===== src/sv/fla_pkg.sv =====
// Package: shared constants, types and codes of the free-list block allocator.
package fla_pkg;
	localparam int TABLE_ENTRIES = 64;
	localparam int ADDR_BITS     = 32;
	localparam int IDX_BITS      = $clog2(TABLE_ENTRIES);
	localparam int CNT_BITS      = $clog2(TABLE_ENTRIES + 1);
	localparam int ENTRY_BITS    = 2 * ADDR_BITS;

	localparam logic [2:0] ST_OK      = 3'd0;
	localparam logic [2:0] ST_NOFIT   = 3'd1;
	localparam logic [2:0] ST_FULL    = 3'd2;
	localparam logic [2:0] ST_OVERLAP = 3'd3;
	localparam logic [2:0] ST_ZERO    = 3'd4;

	localparam logic KIND_ALLOC = 1'b0;
	localparam logic KIND_FREE  = 1'b1;

	typedef enum logic [3:0] {
		S_IDLE,
		S_SCAN_RD,
		S_SCAN_CHK,
		S_DECIDE,
		S_SHIFT_RD,
		S_SHIFT_WR,
		S_UPDATE,
		S_DONE
	} fla_state_t;

	typedef enum logic [2:0] {
		OP_NONE,
		OP_GRANT_DROP,
		OP_GRANT_TRIM,
		OP_JOIN_BOTH,
		OP_JOIN_PREV,
		OP_JOIN_NEXT,
		OP_INSERT
	} fla_op_t;

	typedef struct packed {
		logic                load_req;
		logic                clr_scan;
		logic                chk;
		logic                set_decide;
		logic                rd_shift;
		logic                wr_shift;
		logic                wr_update;
		logic                rd_prev;
		logic                load_out;
	} fla_cmd_t;

	typedef struct packed {
		logic                scan_end;
		logic                scan_stop;
		logic                need_shift;
		logic                need_prev;
		fla_op_t             op;
	} fla_sts_t;
endpackage


===== src/sv/fla_ctrl.sv =====
// Controller: request sequencing state machine and output handshake.
module fla_ctrl (
	input  logic              clk,
	input  logic              arst_n,
	input  logic              in_valid,
	output logic              in_stall,
	output logic              out_valid,
	input  logic              out_stall,
	input  fla_pkg::fla_sts_t sts,
	output fla_pkg::fla_cmd_t cmd
);
	import fla_pkg::*;

	fla_state_t state_q, state_d;
	logic       out_valid_q;

	assign out_valid = out_valid_q;
	assign in_stall  = (state_q != S_IDLE);

	always_ff @(posedge clk or negedge arst_n) begin
		if (!arst_n) begin
			state_q     <= S_IDLE;
			out_valid_q <= 1'b0;
		end else begin
			state_q <= state_d;
			if (cmd.load_out) begin
				out_valid_q <= 1'b1;
			end else if (!out_stall) begin
				out_valid_q <= 1'b0;
			end
		end
	end

	always_comb begin
		state_d = state_q;
		cmd     = '0;
		case (state_q)
			S_IDLE: begin
				if (in_valid && !in_stall) begin
					cmd.load_req = 1'b1;
					cmd.clr_scan = 1'b1;
					state_d      = S_SCAN_RD;
				end
			end
			S_SCAN_RD: begin
				if (sts.scan_end || sts.scan_stop) begin
					state_d = S_DECIDE;
				end else begin
					state_d = S_SCAN_CHK;
				end
			end
			S_SCAN_CHK: begin
				cmd.chk = 1'b1;
				state_d = S_SCAN_RD;
			end
			S_DECIDE: begin
				cmd.set_decide = 1'b1;
				state_d        = S_SHIFT_RD;
			end
			S_SHIFT_RD: begin
				if (sts.op == OP_INSERT || sts.op == OP_GRANT_DROP
					|| sts.op == OP_JOIN_BOTH) begin
					if (sts.need_shift) begin
						cmd.rd_shift = 1'b1;
						state_d      = S_SHIFT_WR;
					end else begin
						cmd.rd_prev = sts.need_prev;
						state_d     = S_UPDATE;
					end
				end else begin
					cmd.rd_prev = sts.need_prev;
					state_d     = S_UPDATE;
				end
			end
			S_SHIFT_WR: begin
				cmd.wr_shift = 1'b1;
				state_d      = S_SHIFT_RD;
			end
			S_UPDATE: begin
				cmd.wr_update = 1'b1;
				state_d       = S_DONE;
			end
			S_DONE: begin
				// Hold until the previous result has left the output register
				if (!out_valid_q || !out_stall) begin
					cmd.load_out = 1'b1;
					state_d      = S_IDLE;
				end
			end
			default: begin
				state_d = S_IDLE;
			end
		endcase
	end

	a_busy_stalls: assert property (@(posedge clk) disable iff (!arst_n)
		(state_q != S_IDLE) |-> in_stall)
		else $error("input taken while a request is in progress");
	a_result_once: assert property (@(posedge clk) disable iff (!arst_n)
		cmd.load_out |=> (state_q == S_IDLE) && out_valid)
		else $error("result not presented after completion");
	a_hold_result: assert property (@(posedge clk) disable iff (!arst_n)
		(out_valid && out_stall) |=> out_valid)
		else $error("stalled result dropped");
	a_one_write: assert property (@(posedge clk) disable iff (!arst_n)
		!(cmd.wr_shift && cmd.wr_update))
		else $error("two table writes in one cycle");
endmodule


===== config.mk =====
export PLATFORM = sky130hd
export DESIGN_NAME = fla_ctrl
export DESIGN_NICKNAME = d
export VERILOG_FILES = /design/src/sv/fla_pkg.sv /design/src/sv/fla_ctrl.sv
export SDC_FILE = /design/constraint.sdc
export NUM_CORES = 1
export LEC_CHECK = 0
export ABC_AREA = 0
export BUFFER_PORTS_ARGS = -buffer_cell sky130_fd_sc_hd__buf_2
export CAP_MARGIN = 5
export CORE_AREA = 2 2 39 41
export DETAILED_ROUTE_END_ITERATION = 10
export DIE_AREA = 0 0 41 43
export PLACE_DENSITY = 0.59
export SLEW_MARGIN = 30
export SYNTH_ARGS = -nofsm -noshare
export SYNTH_HDL_FRONTEND = slang
export SYNTH_SLANG_ARGS = --single-unit

===== constraint.sdc =====
create_clock -name clk -period 1.85 [get_ports clk]
set_clock_uncertainty 0.05 [all_clocks]
set_input_delay 0.4625 -clock clk [delete_from_list [all_inputs] [get_ports clk]]
set_output_delay 0.4625 -clock clk [all_outputs]
set_load 0.02 [all_outputs]

==> results.sh <==
export IMPL_worstPathRequired_ns=1.34
export IMPL_finalInstanceArea_um2=577
export IMPL_grt_pass1_vias=303
export IMPL_worstSetupEndpointType="output pin"
export IMPL_clock_latency_ns=0.23
export IMPL_grt_usage=0.104
export IMPL_start_kind="flip-flop"
export IMPL_grt_pass1_wl_mm=1.26
export IMPL_power_density_nw_per_um2=1620
export IMPL_n_antenna_cell=0
export IMPL_grt_max_degree=12
export IMPL_synth_seq_cells=4
export IMPL_fillCellCount=143
export IMPL_die_w_um=41
export IMPL_io_buffers=21
export IMPL_cp_data_arrival_time_ns=1.30
export IMPL_worst_r2r_path_depth=4
export IMPL_drt_wl_total_um=842
export IMPL_hold_violations=0
export IMPL_start_util=0.254
export IMPL_finalSetupViolCount=0
export IMPL_area_growth_pct=64.1
export IMPL_numCtsBuffers=3
export IMPL_antenna_found_initial=0
export IMPL_path_max_fanout=5
export IMPL_top_level_ports=22
export IMPL_dieArea_um2=1760
export IMPL_ys_types=28
export IMPL_final_nets=84
export IMPL_critPathKind="flip-flop to output pin"
export IMPL_timing_final_crit_share=0.979
export IMPL_post_dp_cell_area_um2=475
export IMPL_syn_area_um2=352
export IMPL_synth_edf_count=0
export IMPL_dr_total_vias=396
export IMPL_placed_cells=76
export IMPL_htree_levels=1
export IMPL_drtIter0Drc=6
export IMPL_power_uw=936
export IMPL_hp_class="input pin to flip-flop"
export IMPL_status="completed"
export IMPL_post_route_min_period_ns=1.81
export IMPL_max_freq_ghz=0.552
export IMPL_core_region_area_um2=1380
export IMPL_die_h_um=43
export IMPL_cts_buffer_depth=2
export IMPL_drive_gt1_frac=0.620
export IMPL_hpwlAfterDp_um=653
export IMPL_wl_per_cell_um=9.68
export IMPL_vias_per_cell=4.55
export IMPL_grt_overflow=0
export IMPL_relSlewSlack=0.829
export IMPL_setup_slack_ns=0.0384
export IMPL_fin_cells=87
export IMPL_drv_cap=0
export IMPL_hold_depth=3
export IMPL_postRouteAntennaNets=0
export IMPL_area_sequential_um2=104
export IMPL_peakVddDrop_v=0.000439
export IMPL_ys_flop_type="dfrtp_1"
export IMPL_preCtsSetupSlack_ns=0.103
export IMPL_routabilityCongestion=0.707
export IMPL_worst_pin_slew_ns=0.256
export IMPL_drt_first_pass_iters=2
export IMPL_drv_slew=0
export IMPL_drc_errors=0
export IMPL_clk_pin_slew_worst_paths_ns=0.04
export IMPL_avgSynthCellArea_um2=8.79
export IMPL_multi_input_area_um2=213
export IMPL_rsz0062_at_grt="yes"
export IMPL_cts_tree="built"
export IMPL_syn_inst=40
export IMPL_holdWs_ns=0.483
export IMPL_std_cell_rows=14
export IMPL_yosys_warnings=0
export IMPL_clock_sinks=4
export IMPL_cts_root_buf="clkbuf_4"
export IMPL_leakage_uw=0.000309
export IMPL_syn_num_nets=51
export IMPL_synth_seq_area_share=0.285
export IMPL_synthArstFlopShare=1.00
-- power breakdown --
| group | switching [uW] | internal (uW) | leakage [uW] |
|---|---|---|---|
| registers | 65.8 | 140 | 0.0000454 |
| clock network | 32.1 | 72.3 | 0.0000138 |
| logic | 306 | 320 | 0.000250 |
-- metrics by stage --
step	setup TNS (ns)	utilization
final	0	0.417
after global routing	-0.0412	0.417
after CTS	-0.000156	0.386
after detailed placement	0	0.344
after global placement	0	0.344
after floorplan	0	-
-- state kept, by name, indices dropped and copies added (netlist names) --
signal and flops:
state_q 3, out_valid 1
-- routing by layer --
metal / part of all wire / global-route usage / vias up
li1: - / - / 205
met1: 0.43 / 0.143 / 176
met2: 0.51 / 0.147 / 15
met3: 0.065 / 0.0314 / 0
met4: 0 / 0.0400 / 0
met5: 0 / 0 / -
-- synthesized netlist by cell type, types with 2 or more instances --
cell type  number  area share
inv_1           4       0.043
nor3_1          2       0.028
a21oi_1         2       0.028
dfrtp_1         4        0.28
nor2_1          3       0.032
nand2_1         2       0.021
buf_4           2       0.043
-- final timing paths --
path / start / to / slack (ns)
max in group asynchronous: arst_n / state_q[2] / 1.10
min in group asynchronous: arst_n / state_q[0] / 0.52
worst min register to register: out_valid / state_q[2] / 0.52
worst max register to register: state_q[0] / state_q[0] / 0.51
worst max-delay path: state_q[0] / cmd[8] / 0.04
worst min-delay path: out_stall / state_q[2] / 0.48
-- what timing repair did --
action | 4_1_cts | 5_1_grt
hold endpoints to repair | 4 | 0
setup endpoints to repair | 3 | 2
hold buffers | 1 | 0
setup buffers | 3 | 4
resized for setup | 3 | 4
-- cell type report --
cell class	count	area share
flip-flops and latches	4	0.180
clock buffers	3	0.0390
well taps	16	0.0347
repair buffers	32	0.351
multi-input cells	28	0.369
inverters	4	0.0260
-- cell usage in the layout, fill, tap and decap left out, types with 2 or more instances in the layout --
cell type  Yosys  final
buf_2          1     19
buf_4          2     10
inv_1          4      4
clkbuf_4       0      3
dfrtp_2        0      3
nor3_1         2      2
a21oi_1        2      2
nor2_1         3      2
nand2_1        2      2
buf_6          1      2
-- worst max-delay path, stage by stage, from the launching register on --
cell and delay (ns):
dfrtp_2 0.43, or3_4 0.41, nor2_4 0.11, buf_6 0.12
-- logic make-up (layout without fill, tap and decap cells) --
logic type | after synthesis | count (layout) | synth area share
and+or+nand+nor | 17 | 17 | 0.331
AOI/OAI and AO/OA | 9 | 9 | 0.182
buffers and inverters | 8 | 39 | 0.132
DFF | 4 | 4 | 0.285
muxes | 2 | 2 | 0.0712
(Power assumes the default switching activity.)
